--- src/rtl/core/cds_pkg.sv ---
// ----------------------------------------------------------------------------
// cds_pkg
// shared types and constants of the carrier diffusion stencil
// ----------------------------------------------------------------------------
package cds_pkg;

   localparam int GRID_WIDTH_DEF  = 32;
   localparam int GRID_HEIGHT_DEF = 32;

   localparam int QUEUE_DEPTH = 4;
   localparam int QPTR_W      = 2;

   localparam logic [13:0] DIFF_MAX = 14'd15728;
   localparam logic [47:0] SUM_MAX  = 48'hFFFF_FFFF_FFFF;

   localparam logic [2:0] REG_DIFF_GAIN     = 3'd0;
   localparam logic [2:0] REG_DECAY_GAIN    = 3'd1;
   localparam logic [2:0] REG_GEN_GAIN      = 3'd2;
   localparam logic [2:0] REG_BJT_MODE      = 3'd3;
   localparam logic [2:0] REG_EMITTER_LEVEL = 3'd4;
   localparam logic [2:0] REG_SWEEP_GAIN    = 3'd5;
   localparam logic [2:0] REG_EMITTER_END   = 3'd6;
   localparam logic [2:0] REG_BASE_END      = 3'd7;

   localparam logic ST_STREAM = 1'b0;
   localparam logic ST_FLUSH  = 1'b1;

   typedef struct packed {
      logic [13:0] diff_gain;
      logic [15:0] decay_gain;
      logic [23:0] gen_gain;
      logic        bjt_mode;
      logic [31:0] emitter_level;
      logic [15:0] sweep_gain;
      logic [5:0]  emitter_end;
      logic [5:0]  base_end;
   } cfg_type;

   typedef struct packed {
      logic [31:0] c;
      logic [31:0] l;
      logic [31:0] r;
      logic [31:0] u;
      logic [31:0] d;
      logic [31:0] g;
      logic        emit;
      logic        coll;
      logic        last;
   } task_type;

endpackage

--- src/rtl/core/cds_req_if.sv ---
// ----------------------------------------------------------------------------
// cds_req_if
// input channel: one grid cell per transaction
// ----------------------------------------------------------------------------
interface cds_req_if;
   logic        valid;
   logic        ready;
   logic [31:0] density;
   logic [31:0] generation;

   modport source (output valid, density, generation, input ready);
   modport sink   (input valid, density, generation, output ready);
endinterface

--- src/rtl/core/cds_front.sv ---
// ----------------------------------------------------------------------------
// cds_front
// accepts cells, keeps the line buffers and builds one stencil task per result
// ----------------------------------------------------------------------------
module cds_front #(
   parameter int GRID_WIDTH  = cds_pkg::GRID_WIDTH_DEF,
   parameter int GRID_HEIGHT = cds_pkg::GRID_HEIGHT_DEF
) (
   input  logic              clock,
   input  logic              reset,
   cds_req_if.sink           req_if,
   input  cds_pkg::cfg_type  cfg,
   input  logic              q_full,
   output logic              push,
   output cds_pkg::task_type push_task
);

   localparam int COL_W  = $clog2(GRID_WIDTH);
   localparam int ROW_W  = (GRID_HEIGHT > 2) ? $clog2(GRID_HEIGHT) : 1;
   localparam int LINE_N = 2 * GRID_WIDTH;

   logic [31:0]      line_ff [LINE_N];
   logic [31:0]      gline_ff [GRID_WIDTH];
   logic [COL_W-1:0] col_ff, col_in;
   logic [ROW_W-1:0] row_ff, row_in;
   logic             st_ff, st_in;
   logic             accept, flush_step, shift, col_end;
   logic [31:0]      c_tap, g_tap, d_new, g_new;

   assign accept     = req_if.valid && req_if.ready;
   assign req_if.ready = (st_ff == cds_pkg::ST_STREAM) && !q_full;
   assign flush_step = (st_ff == cds_pkg::ST_FLUSH) && !q_full;
   assign shift      = accept || flush_step;
   assign col_end    = col_ff == COL_W'(GRID_WIDTH - 1);

   assign c_tap = line_ff[GRID_WIDTH-1];
   assign g_tap = gline_ff[GRID_WIDTH-1];
   assign d_new = accept ? req_if.density : c_tap;
   assign g_new = accept ? req_if.generation : g_tap;

   assign push = (accept && row_ff != '0) || flush_step;

   always_comb begin
      logic is_emit;
      is_emit = cfg.bjt_mode && (7'(col_ff) < 7'(cfg.emitter_end));
      push_task.c    = c_tap;
      push_task.l    = (col_ff == '0) ? c_tap : line_ff[GRID_WIDTH];
      push_task.r    = col_end ? c_tap : line_ff[GRID_WIDTH-2];
      push_task.u    = ((st_ff == cds_pkg::ST_STREAM) && row_ff == ROW_W'(1))
                       ? c_tap : line_ff[LINE_N-1];
      push_task.d    = (st_ff == cds_pkg::ST_FLUSH) ? c_tap : req_if.density;
      push_task.g    = g_tap;
      push_task.emit = is_emit;
      push_task.coll = cfg.bjt_mode && !is_emit && (7'(col_ff) >= 7'(cfg.base_end));
      push_task.last = (st_ff == cds_pkg::ST_FLUSH) && col_end;
   end

   always_comb begin
      col_in = col_ff;
      row_in = row_ff;
      st_in  = st_ff;
      if (shift) begin
         col_in = col_end ? '0 : col_ff + COL_W'(1);
      end
      unique case (st_ff)
         cds_pkg::ST_STREAM: begin
            if (accept && col_end) begin
               if (row_ff == ROW_W'(GRID_HEIGHT - 1)) begin
                  row_in = '0;
                  st_in  = cds_pkg::ST_FLUSH;
               end else begin
                  row_in = row_ff + ROW_W'(1);
               end
            end
         end
         cds_pkg::ST_FLUSH: begin
            if (flush_step && col_end) begin
               st_in = cds_pkg::ST_STREAM;
            end
         end
         default: st_in = cds_pkg::ST_STREAM;
      endcase
   end

   always_ff @(posedge clock) begin
      if (reset) begin
         col_ff <= '0;
         row_ff <= '0;
         st_ff  <= cds_pkg::ST_STREAM;
      end else begin
         col_ff <= col_in;
         row_ff <= row_in;
         st_ff  <= st_in;
      end
   end

   always_ff @(posedge clock) begin
      if (shift) begin
         line_ff[0]  <= d_new;
         gline_ff[0] <= g_new;
         for (int k = 1; k < LINE_N; k++) begin
            line_ff[k] <= line_ff[k-1];
         end
         for (int k = 1; k < GRID_WIDTH; k++) begin
            gline_ff[k] <= gline_ff[k-1];
         end
      end
   end

endmodule

--- src/flat_wrapper.sv ---
// flat-port wrapper written by rule: the top's interface ports become plain ports
module cds_front_flat 
#(
   parameter int GRID_WIDTH  = cds_pkg::GRID_WIDTH_DEF,
   parameter int GRID_HEIGHT = cds_pkg::GRID_HEIGHT_DEF
)
  (clock, reset, cfg, q_full, push, push_task, req_if_valid, req_if_density, req_if_generation, req_if_ready);
  cds_req_if req_if_i ();
  input  logic clock;
  input  logic reset;
  input  cds_pkg::cfg_type cfg;
  input  logic q_full;
  output logic push;
  output cds_pkg::task_type push_task;
  input wire logic [$bits(req_if_i.valid)-1:0] req_if_valid;
  input wire logic [$bits(req_if_i.density)-1:0] req_if_density;
  input wire logic [$bits(req_if_i.generation)-1:0] req_if_generation;
  output wire logic [$bits(req_if_i.ready)-1:0] req_if_ready;
  assign req_if_i.valid = req_if_valid;
  assign req_if_i.density = req_if_density;
  assign req_if_i.generation = req_if_generation;
  assign req_if_ready = req_if_i.ready;
  cds_front #(.GRID_WIDTH(GRID_WIDTH), .GRID_HEIGHT(GRID_HEIGHT)) u_core (.clock(clock), .reset(reset), .req_if(req_if_i), .cfg(cfg), .q_full(q_full), .push(push), .push_task(push_task));
endmodule
--- config.mk ---
export PLATFORM = sky130hd
export DESIGN_NAME = cds_front_flat
export DESIGN_NICKNAME = d
export VERILOG_FILES = /design/src/rtl/core/cds_pkg.sv /design/src/rtl/core/cds_req_if.sv /design/src/rtl/core/cds_front.sv /design/src/flat_wrapper.sv
export SDC_FILE = /design/constraint.sdc
export NUM_CORES = 2
export LEC_CHECK = 0
export BUFFER_PORTS_ARGS = -buffer_cell sky130_fd_sc_hd__buf_2
export CAP_MARGIN = 0
export CORE_UTILIZATION = 35
export DETAILED_ROUTE_END_ITERATION = 16
export PLACE_DENSITY = 0.46
export SYNTH_ARGS = -nofsm -noshare
export SYNTH_HDL_FRONTEND = slang
export SYNTH_SLANG_ARGS = --single-unit
--- constraint.sdc ---
create_clock -name clock -period 217.3 [get_ports clock]
set_clock_uncertainty 0.15 [all_clocks]
set_input_delay 43.46 -clock clock [delete_from_list [all_inputs] [get_ports clock]]
set_output_delay 43.46 -clock clock [all_outputs]
set_load 0.01 [all_outputs]
# Word-level counts from Yosys, hierarchy flattened

Memory sizes are Yosys's and may differ from the RTL's.
Cells that the tools add are included.

Bits of input ports: 183
RAM bits: 3072
Logic and storage cells: 45
Output and inout bits: 197
Flip-flop bits (word level): 11
Memories kept: 2

Equality and inequality tests: 3
Magnitude comparators: 2
Bitwise logic cells: 1
Add/subtract/negate cells: 2
Muxes and demuxes: 14
Reductions and logical operators: 18

Memory list:

| memory          | depth | width | read ports | clocked after Yosys merged registers in | wr ports | RTL line        | text |
|---|---|---|---|---|---|---|---|
| u_core.line_ff  | 64    | 32    | 64         | 0                                       | 64       | cds_front.sv:22 | `logic [31:0] line_ff [LINE_N];` |
| u_core.gline_ff | 32    | 32    | 32         | 0                                       | 32       | cds_front.sv:23 | `logic [31:0] gline_ff [GRID_WIDTH];` |

Operator list:

| kind                  | count |
|---|---|
| $mux W32              | 6 |
| $logic_and A1 B1 Y1   | 11 |
| $add A5 B1 Y5 const B | 2 |
| $eq A5 B5 Y1 const B  | 2 |
| $mux W5               | 2 |
| $ge A5 B6 Y1          | 1 |
| $lt A5 B6 Y1          | 1 |
| $eq A5 B1 Y1 const B  | 1 |
| $logic_not A5 Y1      | 1 |
| $mux W1               | 5 |
| $reduce_bool A5 Y1    | 1 |
| $logic_not A1 Y1      | 2 |
| $logic_or A1 B1 Y1    | 2 |
| $pmux W1 S2           | 1 |
| $reduce_and A2 Y1     | 1 |
| $not A1 Y1            | 1 |

# Longest topological paths before layout

Depth in word-level cells: 6
Mapped depth: 8
Depth with buffers taken out: 7

# Worst setup path before layout

OpenSTA, ideal clock, no wires.

Path type: in2reg
From: input q_full
To: memory u_core.gline_ff[0][0] (enable)
Setup slack: 110938 ps
Path buffers: 0
Arrival: 102832 ps
Cell stages on the path: 2
Path through: o21bai_4 -> inv_1

RTL lines:

| element            | RTL line           | text |
|---|---|---|
| start: declaration | flat_wrapper.sv:12 | `input logic q_full;` |
| end: declaration   | cds_front.sv:23    |  |

==> flow_summary_export.csv <==
group,metric,value,unit
finish,area.growth.synth_to_final,17.1,%
worst_hold_path,hp-start,"u_core.line_ff[10][8]",
die,die_y,525,µm
setup_path,reg2reg_setup_slack,208420,ps
setup_path,path_max_fanout,2,
die,start_util,0.353,
global_route,grt_pass1_vias,32500,
timing,rsz0062_at_grt,"no",
setup_path,crit_required,173690,ps
logic_synthesis,syn_inst,3424,
setup_path,start_kind,"primary input",
global_route,grt_pass1_wl,199000,µm
worst_hold_path,holdCritPathClass,"register to register",
route,viasPerCell,4.18,
timing,max-slew-margin-rel,0.185,
route,vias,32900,
setup_path,arrival,44680,ps
clock_network,tritoncts,"built",
route,antenna_left,0,
clock_network,worstSkewPairLatency,870,ps
die,num_rows,191,
logic_synthesis,synth_area_leaders,"edfxtp_1 96%, mux2_2 2.2%, buf_4 0.27%",
logic_synthesis,synthesis.nets,3623,
run_status,status,"finished, final reports clean",
clock_network,cts_max_path_buffers,4,
clock_network,clock_sinks,3083,
place,dpl-instance-area,0.102,mm²
pwr,power_per_cell_area,11.1,mW/mm²
setup_path,timing.rr.start,"u_core.st_ff",
place,dpl.hpwl,63800,µm
global_route,grt_antenna_before_repair,17,
global_route,grt_max_degree,212,
timing,fmax,11.3,MHz
logic_synthesis,ys_warn_count,0,
timing,period_minus_slack,88290,ps
clock_network,hold_buffers,0,
logic_synthesis,netlist.top_cell.by_area,"edfxtp_1",
pwr,peakVddDrop,0.00630,mV
clock_network,path_clk_slew,60,ps
route,firstDrtPassIters,5,
logic_synthesis,ys_types,34,
logic_synthesis,syn_area,0.0957,mm²
clock_network,ctsRootBufferMaster,"clkbuf_16",
clock_network,cts_buffers,330,
setup_path,crit_type,"primary input to output pin",
route,detail_route.iter0.violations,3088,
route,wl_per_cell,16.6,µm
clock_network,cts-htree-levels,5,
clock_network,post_cts_resized,0,
timing,setup_tns,0,ps
die,io_pins,380,
global_route,overflow,0,
timing,tightest_slew,1220,ps
timing,fin_crit_sh,0.406,
timing,hold_viol,0,
logic_synthesis,yosysSeqAreaShare,0.966,
logic_synthesis,synth_top_area_frac,0.964,
setup_path,end_kind,"output pin",
clock_network,cts_setup_buffers,0,
timing,setup_viol,0,
place,gp_congestion,0.680,
setup_path,worstSetupStartpoint,"cfg[9]",
run,maxCapViolCount,0,
finish,final_nets,4212,
pwr,p_leak,36.4,nW
die,core_area,0.271,mm²
timing,final_max_slew_viol_count,0,
finish,final_util,0.413,
logic_synthesis,synth_area_per_cell,27.9,µm²
pwr,total_power,0.00124,W
global_route,grt_use_total,0.0926,
finish,fill_cells,23300,
route,drc,0,
route,drt-total-wl,130000,µm
logic_synthesis,ys_ff_latch,3083,
finish,fin_area,0.112,mm²
place,place.port_buffers,277,
die,die_area,0.275,mm²
die,fp.dieW,525,µm
finish,drive_gt1_frac,0.226,
worst paths after layout:
kind | to | depth (start not counted)
max reg2reg | u_core.line_ff[62][13] | 10
max | push_task[1] | 8
min | u_core.line_ff[11][8] | 0
min reg2reg | u_core.line_ff[11][8] | 0
per-layer routing:
metal,GRT usage,part of all wire,up-vias
li1,-,-,15200
met1,0.148,0.52,16700
met2,0.117,0.39,671
met3,0.0233,0.055,338
met4,0.0389,0.034,0
met5,0,0,-
cell usage in the layout, fill, tap and decap left out, types with 12 or more instances in the layout:
cell type	Yosys	layout
edfxtp_1	3072	3072
clkbuf_16	0	336
buf_2	15	277
mux2_2	191	191
clkinv_1	0	72
clkbuf_1	3	70
clkinv_2	0	51
buf_4	34	28
bufinv_16	0	25
a21oi_1	15	15
ha_1	16	15
inv_1	14	13
clkinvlp_4	0	12
cells in the mapped netlist:
library cell     n
nand2b_1         1
and3_1           2
nand3_1          5
nor4_1           1
edfxtp_1      3072
mux2_1           1
o211ai_1         1
dfxtp_1         11
nor2b_1          1
nor4_4           1
or4_1            2
o21a_1           1
a21oi_1         15
nor4b_4          1
nand4bb_4        1
nand4b_1         1
mux2_2         191
buf_6            3
and2_1           1
o21bai_4         1
ha_1            16
or4b_1           1
buf_4           34
buf_2           15
o21ai_0          7
clkbuf_1         3
a31oi_1          3
nor2_1           5
nand2_1          8
inv_1           14
nor3_1           2
nor3b_2          1
a21o_1           1
nor3b_1          1
layout make-up:
cell class | instances | area (µm²) | share of cell area
flip-flops and latches | 3083 | 92500 | 0.825
inverters | 14 | 60.1 | 0.000536
clock buffers | 410 | 8730 | 0.0779
multi-input cells | 272 | 2810 | 0.0250
clock inverters | 187 | 1780 | 0.0158
diodes | 8 | 20.0 | 0.000179
repair buffers | 312 | 1740 | 0.0155
well taps | 3570 | 4470 | 0.0399
power breakdown:
group | switching [W] | internal [W] | total (W)
clock network | 0.000222 | 0.000316 | 0.000538
logic | 0.0000143 | 0.00000402 | 0.0000183
registers | 0.00000657 | 0.000679 | 0.000685
total | 0.000243 | 0.000999 | 0.00124
logic make-up after synthesis:
kind of cell               after synthesis  share of synthesized area
buffers and inverters                   69                    0.00447
muxes                                  192                     0.0226
adders and majority gates               16                    0.00209
and+or+nand+nor                         35                    0.00259
AOI/OAI and AO/OA                       29                    0.00178
DFF                                   3083                      0.966
stage by stage:
step | instances | worst slack, ps | hold slack [ps]
after floorplan | 3424 | 110940 | 250
after global placement | 7251 | 128940 | 250
after detailed placement | 7251 | 129020 | 255
after CTS | 7848 | 129000 | 238
after global routing | 7849 | 128870 | 246
final | 7856 | 129010 | 243
flip-flops by register name (all words and copies together) (netlist names):
name / count
u_core.line_ff: 2048
u_core.gline_ff: 1024
u_core.col_ff: 5
u_core.row_ff: 5
u_core.st_ff: 1
critical path, stage by stage:
cell	delay, ps
buf_2	70
inv_1	30
ha_1	290
o211ai_1	80
o21ai_0	220
a21oi_1	120
nor4_1	240
buf_2	170
Note: power is estimated with default switching activity, not from simulation.
