### src/rtl/core/cds_pkg.sv
// ----------------------------------------------------------------------------
// cds_pkg
// shared types and constants of the carrier diffusion stencil
// ----------------------------------------------------------------------------
package cds_pkg;

   localparam int GRID_WIDTH_DEF  = 32;
   localparam int GRID_HEIGHT_DEF = 32;

   localparam int QUEUE_DEPTH = 4;
   localparam int QPTR_W      = 2;

   localparam logic [13:0] DIFF_MAX = 14'd15728;
   localparam logic [47:0] SUM_MAX  = 48'hFFFF_FFFF_FFFF;

   localparam logic [2:0] REG_DIFF_GAIN     = 3'd0;
   localparam logic [2:0] REG_DECAY_GAIN    = 3'd1;
   localparam logic [2:0] REG_GEN_GAIN      = 3'd2;
   localparam logic [2:0] REG_BJT_MODE      = 3'd3;
   localparam logic [2:0] REG_EMITTER_LEVEL = 3'd4;
   localparam logic [2:0] REG_SWEEP_GAIN    = 3'd5;
   localparam logic [2:0] REG_EMITTER_END   = 3'd6;
   localparam logic [2:0] REG_BASE_END      = 3'd7;

   localparam logic ST_STREAM = 1'b0;
   localparam logic ST_FLUSH  = 1'b1;

   typedef struct packed {
      logic [13:0] diff_gain;
      logic [15:0] decay_gain;
      logic [23:0] gen_gain;
      logic        bjt_mode;
      logic [31:0] emitter_level;
      logic [15:0] sweep_gain;
      logic [5:0]  emitter_end;
      logic [5:0]  base_end;
   } cfg_type;

   typedef struct packed {
      logic [31:0] c;
      logic [31:0] l;
      logic [31:0] r;
      logic [31:0] u;
      logic [31:0] d;
      logic [31:0] g;
      logic        emit;
      logic        coll;
      logic        last;
   } task_type;

endpackage

### src/rtl/core/cds_csr.sv
// ----------------------------------------------------------------------------
// cds_csr
// apb register file holding the stencil configuration
// ----------------------------------------------------------------------------
module cds_csr (
   input  logic              clock,
   input  logic              reset,
   input  logic              csr_psel,
   input  logic              csr_penable,
   input  logic              csr_pwrite,
   input  logic [4:0]        csr_paddr,
   input  logic [31:0]       csr_pwdata,
   output logic [31:0]       csr_prdata,
   output logic              csr_pready,
   output cds_pkg::cfg_type  cfg
);

   cds_pkg::cfg_type cfg_ff;
   cds_pkg::cfg_type cfg_in;
   logic             wr_en;
   logic [2:0]       idx;

   assign csr_pready = 1'b1;
   assign wr_en      = csr_psel && csr_penable && csr_pwrite;
   assign idx        = csr_paddr[4:2];
   assign cfg        = cfg_ff;

   always_comb begin
      cfg_in = cfg_ff;
      if (wr_en) begin
         unique case (idx)
            cds_pkg::REG_DIFF_GAIN:     cfg_in.diff_gain     = csr_pwdata[13:0];
            cds_pkg::REG_DECAY_GAIN:    cfg_in.decay_gain    = csr_pwdata[15:0];
            cds_pkg::REG_GEN_GAIN:      cfg_in.gen_gain      = csr_pwdata[23:0];
            cds_pkg::REG_BJT_MODE:      cfg_in.bjt_mode      = csr_pwdata[0];
            cds_pkg::REG_EMITTER_LEVEL: cfg_in.emitter_level = csr_pwdata;
            cds_pkg::REG_SWEEP_GAIN:    cfg_in.sweep_gain    = csr_pwdata[15:0];
            cds_pkg::REG_EMITTER_END:   cfg_in.emitter_end   = csr_pwdata[5:0];
            cds_pkg::REG_BASE_END:      cfg_in.base_end      = csr_pwdata[5:0];
            default:                    cfg_in = cfg_ff;
         endcase
      end
   end

   always_comb begin
      unique case (idx)
         cds_pkg::REG_DIFF_GAIN:     csr_prdata = 32'(cfg_ff.diff_gain);
         cds_pkg::REG_DECAY_GAIN:    csr_prdata = 32'(cfg_ff.decay_gain);
         cds_pkg::REG_GEN_GAIN:      csr_prdata = 32'(cfg_ff.gen_gain);
         cds_pkg::REG_BJT_MODE:      csr_prdata = 32'(cfg_ff.bjt_mode);
         cds_pkg::REG_EMITTER_LEVEL: csr_prdata = cfg_ff.emitter_level;
         cds_pkg::REG_SWEEP_GAIN:    csr_prdata = 32'(cfg_ff.sweep_gain);
         cds_pkg::REG_EMITTER_END:   csr_prdata = 32'(cfg_ff.emitter_end);
         cds_pkg::REG_BASE_END:      csr_prdata = 32'(cfg_ff.base_end);
         default:                    csr_prdata = 32'd0;
      endcase
   end

   always_ff @(posedge clock) begin
      if (reset) begin
         cfg_ff.diff_gain     <= 14'd2621;
         cfg_ff.decay_gain    <= 16'd0;
         cfg_ff.gen_gain      <= 24'd0;
         cfg_ff.bjt_mode      <= 1'b0;
         cfg_ff.emitter_level <= 32'd39322;
         cfg_ff.sweep_gain    <= 16'd0;
         cfg_ff.emitter_end   <= 6'd7;
         cfg_ff.base_end      <= 6'd9;
      end else begin
         cfg_ff <= cfg_in;
      end
   end

endmodule

### config.mk
export PLATFORM = sky130hd
export DESIGN_NAME = cds_csr
export DESIGN_NICKNAME = d
export VERILOG_FILES = /design/src/rtl/core/cds_pkg.sv /design/src/rtl/core/cds_csr.sv
export SDC_FILE = /design/constraint.sdc
export NUM_CORES = 1
export LEC_CHECK = 0
export BUFFER_PORTS_ARGS = -buffer_cell sky130_fd_sc_hd__buf_2
export CAP_MARGIN = 20
export CORE_MARGIN = 2
export CORE_UTILIZATION = 44
export DETAILED_ROUTE_END_ITERATION = 8
export GPL_TIMING_DRIVEN = 1
export PLACE_DENSITY = 0.83
export SYNTH_ARGS = -nofsm -noshare
export SYNTH_HDL_FRONTEND = slang
export SYNTH_SLANG_ARGS = --single-unit
### constraint.sdc
create_clock -name clock -period 1.5 [get_ports clock]
set_input_delay 0.3 -clock clock [delete_from_list [all_inputs] [get_ports clock]]
set_output_delay 0.3 -clock clock [all_outputs]
set_load 0.01 [all_outputs]
# [After elaboration in Yosys (flattened, before gate mapping)]
# Cells that the tools add are included.
# Widths: inputs -> output; s select.
[totals] input_bits=42 elab_cells=27 regBits=115 output_inout_bits=148
[op_classes] n_eq_ne=7 n_mux=1 reduce_logical=11
[ops] cell="$pmux 32 s8" n=1
[ops] cell="$reduce_and 2->1" n=8
[ops] cell="$eq 3x3->1 const B" n=4
[ops] cell="$eq 3x2->1 const B" n=2
[ops] cell="$eq 3x1->1 const B" n=1
[ops] cell="$logic_not 3->1" n=1
[ops] cell="$logic_and 1x1->1" n=2

# [Logic depth before layout (Yosys ltp)]
# Gate-level depths: netlist of run 1.
[depth] word_depth=3 mapped_depth=7 ltp_nobuf=4

# [Least setup slack after synthesis of run 1]
# OpenSTA, ideal clock, no wires.
[synth_timing] path_type="input-to-output" from="input port csr_paddr[4]" to="output port csr_prdata[1]" t_required_ns=1.200 arrival_ns=1.320 stages=5 n_path_buf=3 path_slack_ns=-0.120 cell_sequence="buf_4 buf_2 buf_1 a31oi_1 a31oi_1"
[synth_between] elab_chain_len=2 word_cells_on_any_way=9 cone_classes="eq/ne: 7; mux: 1; reduce/logical: 1"
[synth_lines] element="start, declared" line="cds_csr.sv:11" text="input logic [4:0] csr_paddr,"
[synth_lines] element="$eq 3x3->1, or another cell as far along" line="cds_csr.sv:46" text="unique case (idx)"
[synth_lines] element="$pmux 32 s8 (*)" line="cds_csr.sv:46"
[synth_lines] element="end, declared" line="cds_csr.sv:13" text="output logic [31:0] csr_prdata,"
# Every way passes the cells marked *; elsewhere a longest branch is shown, timed or not.

# [Worst setup path in the final report of run 1]
[layout_timing] from="register cfg_ff (netlist bit cfg[20])" to="output port csr_prdata[8]"
[layout_between] elab_chain_len=1
[layout_lines] element="start, declared" line="cds_csr.sv:18" text="cds_pkg::cfg_type cfg_ff;"
[layout_lines] element="start signal, assigned" line="cds_csr.sv:70" text="cfg_ff <= cfg_in;"
[layout_lines] element="$pmux 32 s8" line="cds_csr.sv:46"
# No other way between the ends.

==> results of run 1 <==
## cells in the mapped netlist, drive strengths merged (4+ instances only)
cell	number	area [sq um]
o22ai	11	68.82
a21oi	114	570.6
nor3	28	182.7
and2	8	50.05
a22oi	22	165.2
buf	30	181.4
o21ai	10	50.04
nor2	39	168.9
nor2b	4	25.02
mux2	6	67.56
nand2b	4	25.02
inv	4	15.01
nand2	183	689.4
clkbuf	22	82.58
a31oi	5	31.28
dfxtp	115	2302
mux2i	15	150.1
## cell type report
cell class                      count  area [sq um]  area share [%]
Clock buffer                       21         470.5           6.102
Clock inverter                     10         155.1           2.012
Inverter                            4         15.01          0.1947
Multi-Input combinational cell    473          2650           34.37
Sequential cell                   115          2350           30.48
Tap cell                          143         178.9           2.321
Timing Repair Buffer              278          1891           24.52
## kinds of logic (layout without fill, tap and decap cells)
kind of cell    after synthesis  in the layout
flops                       115            115
compound gates              170            170
other cells                   1              1
buf+inv                      56            313
mux                          22             22
simple gates                280            280
## power breakdown
group / total, mW / internal [mW] / switching (mW) / leakage [nW]
logic: 0.697 / 0.310 / 0.388 / 2.05
registers: 3.10 / 3.08 / 0.0193 / 0.940
clock network: 4.29 / 2.89 / 1.41 / 0.305
## stage by stage
step	power, mW	std cells	utilization [%]	cell area (sq um)
CTS	8.036	1033	65.87	7425
finish	8.090	1044	68.40	7710
detailed placement	3.743	992	58.06	6545
global placement	3.736	992	58.06	6545
floorplan	3.435	644	-	5029
global route	8.310	1044	68.40	7710
## worst reg2reg max path, delay by kind of cell (launching register included)
family / cells / cell delay [ns]
simple gates: 1 / 0.26
flops: 1 / 0.34
compound gates: 1 / 0.09
## repair_timing
| action | CTS | global route |
|---|---|---|
| endpoints found under the hold margin | 0 | 0 |
| pin swaps | 8 | 13 |
| setup endpoints to repair | 32 | 27 |
| gates resized for setup | 68 | 43 |
| cloned | 0 | 2 |
| buffers inserted | 10 | 9 |
## per-layer routing
metal  vias up  track usage (%)  share of wire, %  wire [microns]
li1       2681                -                 -               -
met1      2726            34.21                38            6961
met2       370            46.58                49            8957
met3        52            7.818               9.7            1777
met4         0            13.33               3.0             553
met5         -                0                 0               0
## final timing paths
path                        from  cells past startpoint  slack (ns)            end
hold / removal    csr_pwdata[28]                      3        0.12        cfg[56]
setup / recovery         cfg[20]                      4       -0.25  csr_prdata[8]
setup reg to reg         cfg[31]                      2        0.69        cfg[31]
hold reg to reg          cfg[53]                      2        0.46        cfg[53]
==> key figures, run 1 <==
Layout
  – Max reg flops: 115
  – Fillers: 854
  – Commonest cells after routing, fill and taps aside: 181 x nand2_1, 179 x buf_2, 113 x a21oi_1
  – Commonest non-fill, non-tap cell in the layout: nand2_1
  – Layout area overhead: 53.47%
  – Share of layout cells above drive strength 1: 45.06%
  – Nets: 931
  – # diodes: 0

Power
  – Leakage Power: 3.297 nW
  – VDD IR-drop max: 0.6071 mV
  – PD cells: 1049 nW/um^2

Global routing
  – Antenna violations before repair: 0
  – Grt total ovfl: 0
  – Largest net degree at the start of global routing: 32
  – Vias in the first global route: 5500
  – First-pass GRT wire length: 27.97 mm
  – All-Layer GR Usage: 28.25%

Critical path
  – Worst-path maximum fanout: 2
  – Crit-path cells: mux4_2 > inv_2 > o21ai_2 > buf_2
  – Crit path launch type: flip-flop
  – Arrival time worst endpoint: 1.45 ns
  – Worst Path Class, Setup: flip-flop to output port
  – CP top delay family: multiplexers
  – Crit-path max cell delay: 0.47 ns
  – WP buf/inv: 2
  – Worst Path Required: 1.20 ns
  – Crit path max-delay cell type: mux4_2
  – Crit end category: output port

Logic synthesis
  – Main combinational cell family by area after synthesis: simple AND/OR/NAND/NOR gates
  – Synth Flop Type: dfxtp_1
  – YS warnings: 0
  – Synth Area in Simple Gates: 24.81%
  – Post-synth ARST share: 0%
  – Mux contribution to synthesized area: 4.782%
  – Xor/xnor cell area share of the yosys netlist: 0%
  – #FFs+latches synth: 115
  – Sequential-to-total area share from yosys stat: 45.83%
  – Post-Synthesis Cell Area: 5024 sq um
  – Number of synthesized flops with an enable pin: 0
  – Distinct cells, synth: 38
  – Synthesized Nets: 686
  – Synth Area in Adders: 0%
  – Synth Area in Compound Gates: 18.95%
  – Avg Inst Size Synth: 7.801 sq um
  – Post-Synthesis Cells: 644

STA
  – # setup viols final: 24
  – Setup TNS Final: -2.560 ns
  – Fin. Hold Viols: 0
  – Period minus WS final: 1.748 ns
  – Clock Skews: 0 ns
  – Part of the cycle the worst path needs: 116.5%
  – Fin Hold WS: 0.1165 ns
  – Maximum clock frequency: 0.5722 GHz
  – RSZ-0062 raised after global routing: yes
  – Max-slew violations: 0
  – Setup WS post-layout: -0.2477 ns

Placed design
  – Post-DP HPWL: 12.24 mm
  – Port bufs: 186
  – Dpl ws: -0.2771 ns
  – Routability cong.: 0.8731

Clock tree
  – Clk pin slew, worst setup/hold paths: 0.06 ns
  – TritonCTS clock tree: built
  – H-Tree Depth: 4
  – Clock Path Buffers: 2
  – Hold buffers post-CTS: 0
  – Sinks on Clock Net: 115
  – CTS Buf Count: 17
  – Worst skew pair latency: 0.41 ns
  – Root Buffer: clkbuf_16

Floorplan
  – Initial Utilization: 44.57%
  – Die H: 110.9 microns
  – I/O Pins: 190
  – Rows: 39
  – Core Footprint: 11270 sq um
  – Die X: 110.9 microns
  – Die Footprint: 12290 sq um

Routing
  – Remaining antenna violation count: 0
  – Pre-antenna DRT Iters: 5
  – Iter 0 DRT Violations: 564
  – Drt total wl: 18.25 mm
  – Routed length per instance: 17.48 microns
  – DR vias: 5829
  – DRC violations left: 0
  – Number of vias per cell: 5.583

Worst hold path
  – Hold Crit Class: primary input to flip-flop

Run status
  – Status: finished with violations
  – Failing checks: setup timing

Flow run
  – Maxcap violations: 0
No activity file was read; power rests on OpenSTA's default activity.
==> run 2: changes to the inputs <==
==> config.mk (replaced) <==
export PLATFORM = sky130hd
export DESIGN_NAME = cds_csr
export DESIGN_NICKNAME = d
export VERILOG_FILES = /design/src/rtl/core/cds_pkg.sv /design/src/rtl/core/cds_csr.sv
export SDC_FILE = /design/constraint.sdc
export NUM_CORES = 1
export LEC_CHECK = 0
export CAP_MARGIN = 20
export CORE_MARGIN = 2
export CORE_UTILIZATION = 57
export DETAILED_ROUTE_END_ITERATION = 8
export DONT_BUFFER_PORTS = 1
export GPL_TIMING_DRIVEN = 1
export PLACE_DENSITY = 0.75
export SYNTH_ARGS = -nofsm -noshare
export SYNTH_HDL_FRONTEND = slang
export SYNTH_SLANG_ARGS = --single-unit
==> key figures, run 2 (synthesis results as in run 1) <==
Placed design
  – Port bufs: 0
  – DP Area: 5293 sq um
  – Post-DP HPWL: 9.604 mm
  – Routability cong.: 0.8385

Clock tree
  – Clock Path Buffers: 2
  – H-Tree Depth: 4
  – Worst skew pair latency: 0.51 ns
  – Sinks on Clock Net: 115
  – CTS Buf Count: 17
  – TritonCTS clock tree: built
  – Clk pin slew, worst setup/hold paths: 0.06 ns
  – Root Buffer: clkbuf_8

Routing
  – DRC violations left: 0
  – Remaining antenna violation count: 0
  – Number of vias per cell: 6.402
  – Routed length per instance: 22.99 microns
  – Iter 0 DRT Violations: 456
  – Pre-antenna DRT Iters: 7
  – DR vias: 5493
  – Drt total wl: 19.72 mm

Layout
  – Finished Core Util: 81.93%
  – Area of the multi-input gates: 2649 sq um
  – Share of layout cells above drive strength 1: 27.20%
  – Layout area overhead: 40.85%
  – Commonest cells after routing, fill and taps aside: 182 x nand2_1, 110 x a21oi_1, 83 x dlygate4sd3_1
  – Commonest non-fill, non-tap cell in the layout: nand2_1
  – Nets: 780
  – Non-Filler Cell Area, Final: 7076 sq um
  – Max reg flops: 115
  – # diodes: 0
  – Register Area: 2416 sq um
  – Fillers: 504

Worst hold path
  – WHS Path Cells: 3
  – Hold_sp: csr_paddr[4]
  – Hold Crit Class: primary input to flip-flop
  – Hold Path End: cfg[104]

Floorplan
  – Core Footprint: 8636 sq um
  – Rows: 34
  – Die Footprint: 9580 sq um
  – I/O Pins: 190
  – Initial Utilization: 58.17%
  – Die X: 97.88 microns
  – Die H: 97.88 microns

Global routing
  – Grt total ovfl: 0
  – Largest net degree at the start of global routing: 71
  – Vias in the first global route: 5407
  – Antenna violations before repair: 0
  – All-Layer GR Usage: 37.67%
  – First-pass GRT wire length: 28.51 mm

Critical path
  – Worst-path maximum fanout: 3
  – Crit path launch type: flip-flop
  – Worst Path Required: 1.20 ns
  – Arrival time worst endpoint: 1.48 ns
  – Crit end category: output port
  – FF-to-FF Start: cfg[114]
  – FF-to-FF path depth: 3
  – Flop-to-flop setup slack: 0.05 ns
  – Critical R2R Capture: cfg[114]
  – Worst Path Class, Setup: flip-flop to output port

Power
  – VDD IR-drop max: 0.9028 mV
  – PD cells: 1039 nW/um^2
  – Leakage Power: 2.604 nW

Flow run
  – Maxcap violations: 0

STA
  – Slew @ Worst Pin: 0.5466 ns
  – Fin. Hold Viols: 0
  – Slew HR: 63.52%
  – Setup WS post-layout: -0.2756 ns
  – Fin Hold WS: 0.1428 ns
  – Max-slew violations: 0
  – Period minus WS final: 1.776 ns
  – Maximum clock frequency: 0.5632 GHz
  – Part of the cycle the worst path needs: 118.4%
  – RSZ-0062 raised after global routing: yes
  – # setup viols final: 20
  – Clock Skews: 0 ns

Run status
  – Status: finished with violations
  – Failing checks: setup timing
==> run 2: changes by cell type in the layout (fill, tap and decap cells not counted), sizes merged <==
cell / previous run / this run
clkbuf: 23 / 22
buf: 276 / 43
clkinv: 4 / 5
clkinvlp: 2 / 3
dlygate4sd3: 0 / 83
bufinv: 4 / 2
==> run 2: through the flow <==
step	instances	total power, mW	TNS, ns	worst slack (ns)
6_report	858	7.354	-3.284	-0.2756
5_1_grt	858	7.502	-4.107	-0.3204
4_1_cts	856	7.302	-3.069	-0.2982
3_5_place_dp	741	3.424	-0.04957	-0.01634
3_3_place_gp	741	3.419	0	0.06846
2_1_floorplan	644	3.435	-0.01771	-0.008921
==> run 2: worst max-delay path by stage <==
stage,from,to,slack [ns],cells past startpoint
3_3_place_gp,csr_paddr[3],csr_prdata[26],0.07,3
5_1_grt,cfg[13],csr_prdata[1],-0.32,5
3_5_place_dp,csr_paddr[3],csr_prdata[28],-0.02,3
4_1_cts,cfg[1],csr_prdata[1],-0.30,5
2_1_floorplan,csr_paddr[4],csr_prdata[1],-0.009,5
6_report,cfg[20],csr_prdata[8],-0.28,3
==> run 2: what timing repair did <==
item,in CTS,in global routing
hold buffers,84,0
setup buffers,0,1
endpoints found under the hold margin,115,0
gates cloned,0,1
pin swaps,20,10
resized for setup,91,38
setup endpoints to repair,32,60
==> run 2: power by group <==
part	leakage [nW]	internal (mW)	total, mW	switching (mW)
Sequential	0.953	3.06	3.09	0.0336
Combinational	1.37	0.174	0.389	0.215
Clock	0.275	2.47	3.87	1.41
Total	2.60	5.70	7.35	1.66
==> run 2: per-layer routing <==
layer | track usage (%) | vias up | part of all wire [%]
li1 | - | 2383 | -
met5 | 0 | - | 0
met1 | 41.95 | 2560 | 34
met2 | 63.80 | 451 | 50
met4 | 19.12 | 0 | 4.7
met3 | 13.10 | 99 | 12
==> run 2: final cells by class <==
class | count | area share, %
Sequential cell | 115 | 34.15
Timing Repair Buffer | 127 | 18.28
Multi-Input combinational cell | 473 | 37.44
Clock buffer | 21 | 6.490
Tap cell | 108 | 1.910
Clock inverter | 10 | 1.521
Inverter | 4 | 0.2122
==> run 2: worst max-delay path: stages (launching register included) <==
cell     delay, ns
dfxtp_2       0.34
mux4_2        0.48
inv_2         0.07
o21ai_2       0.07
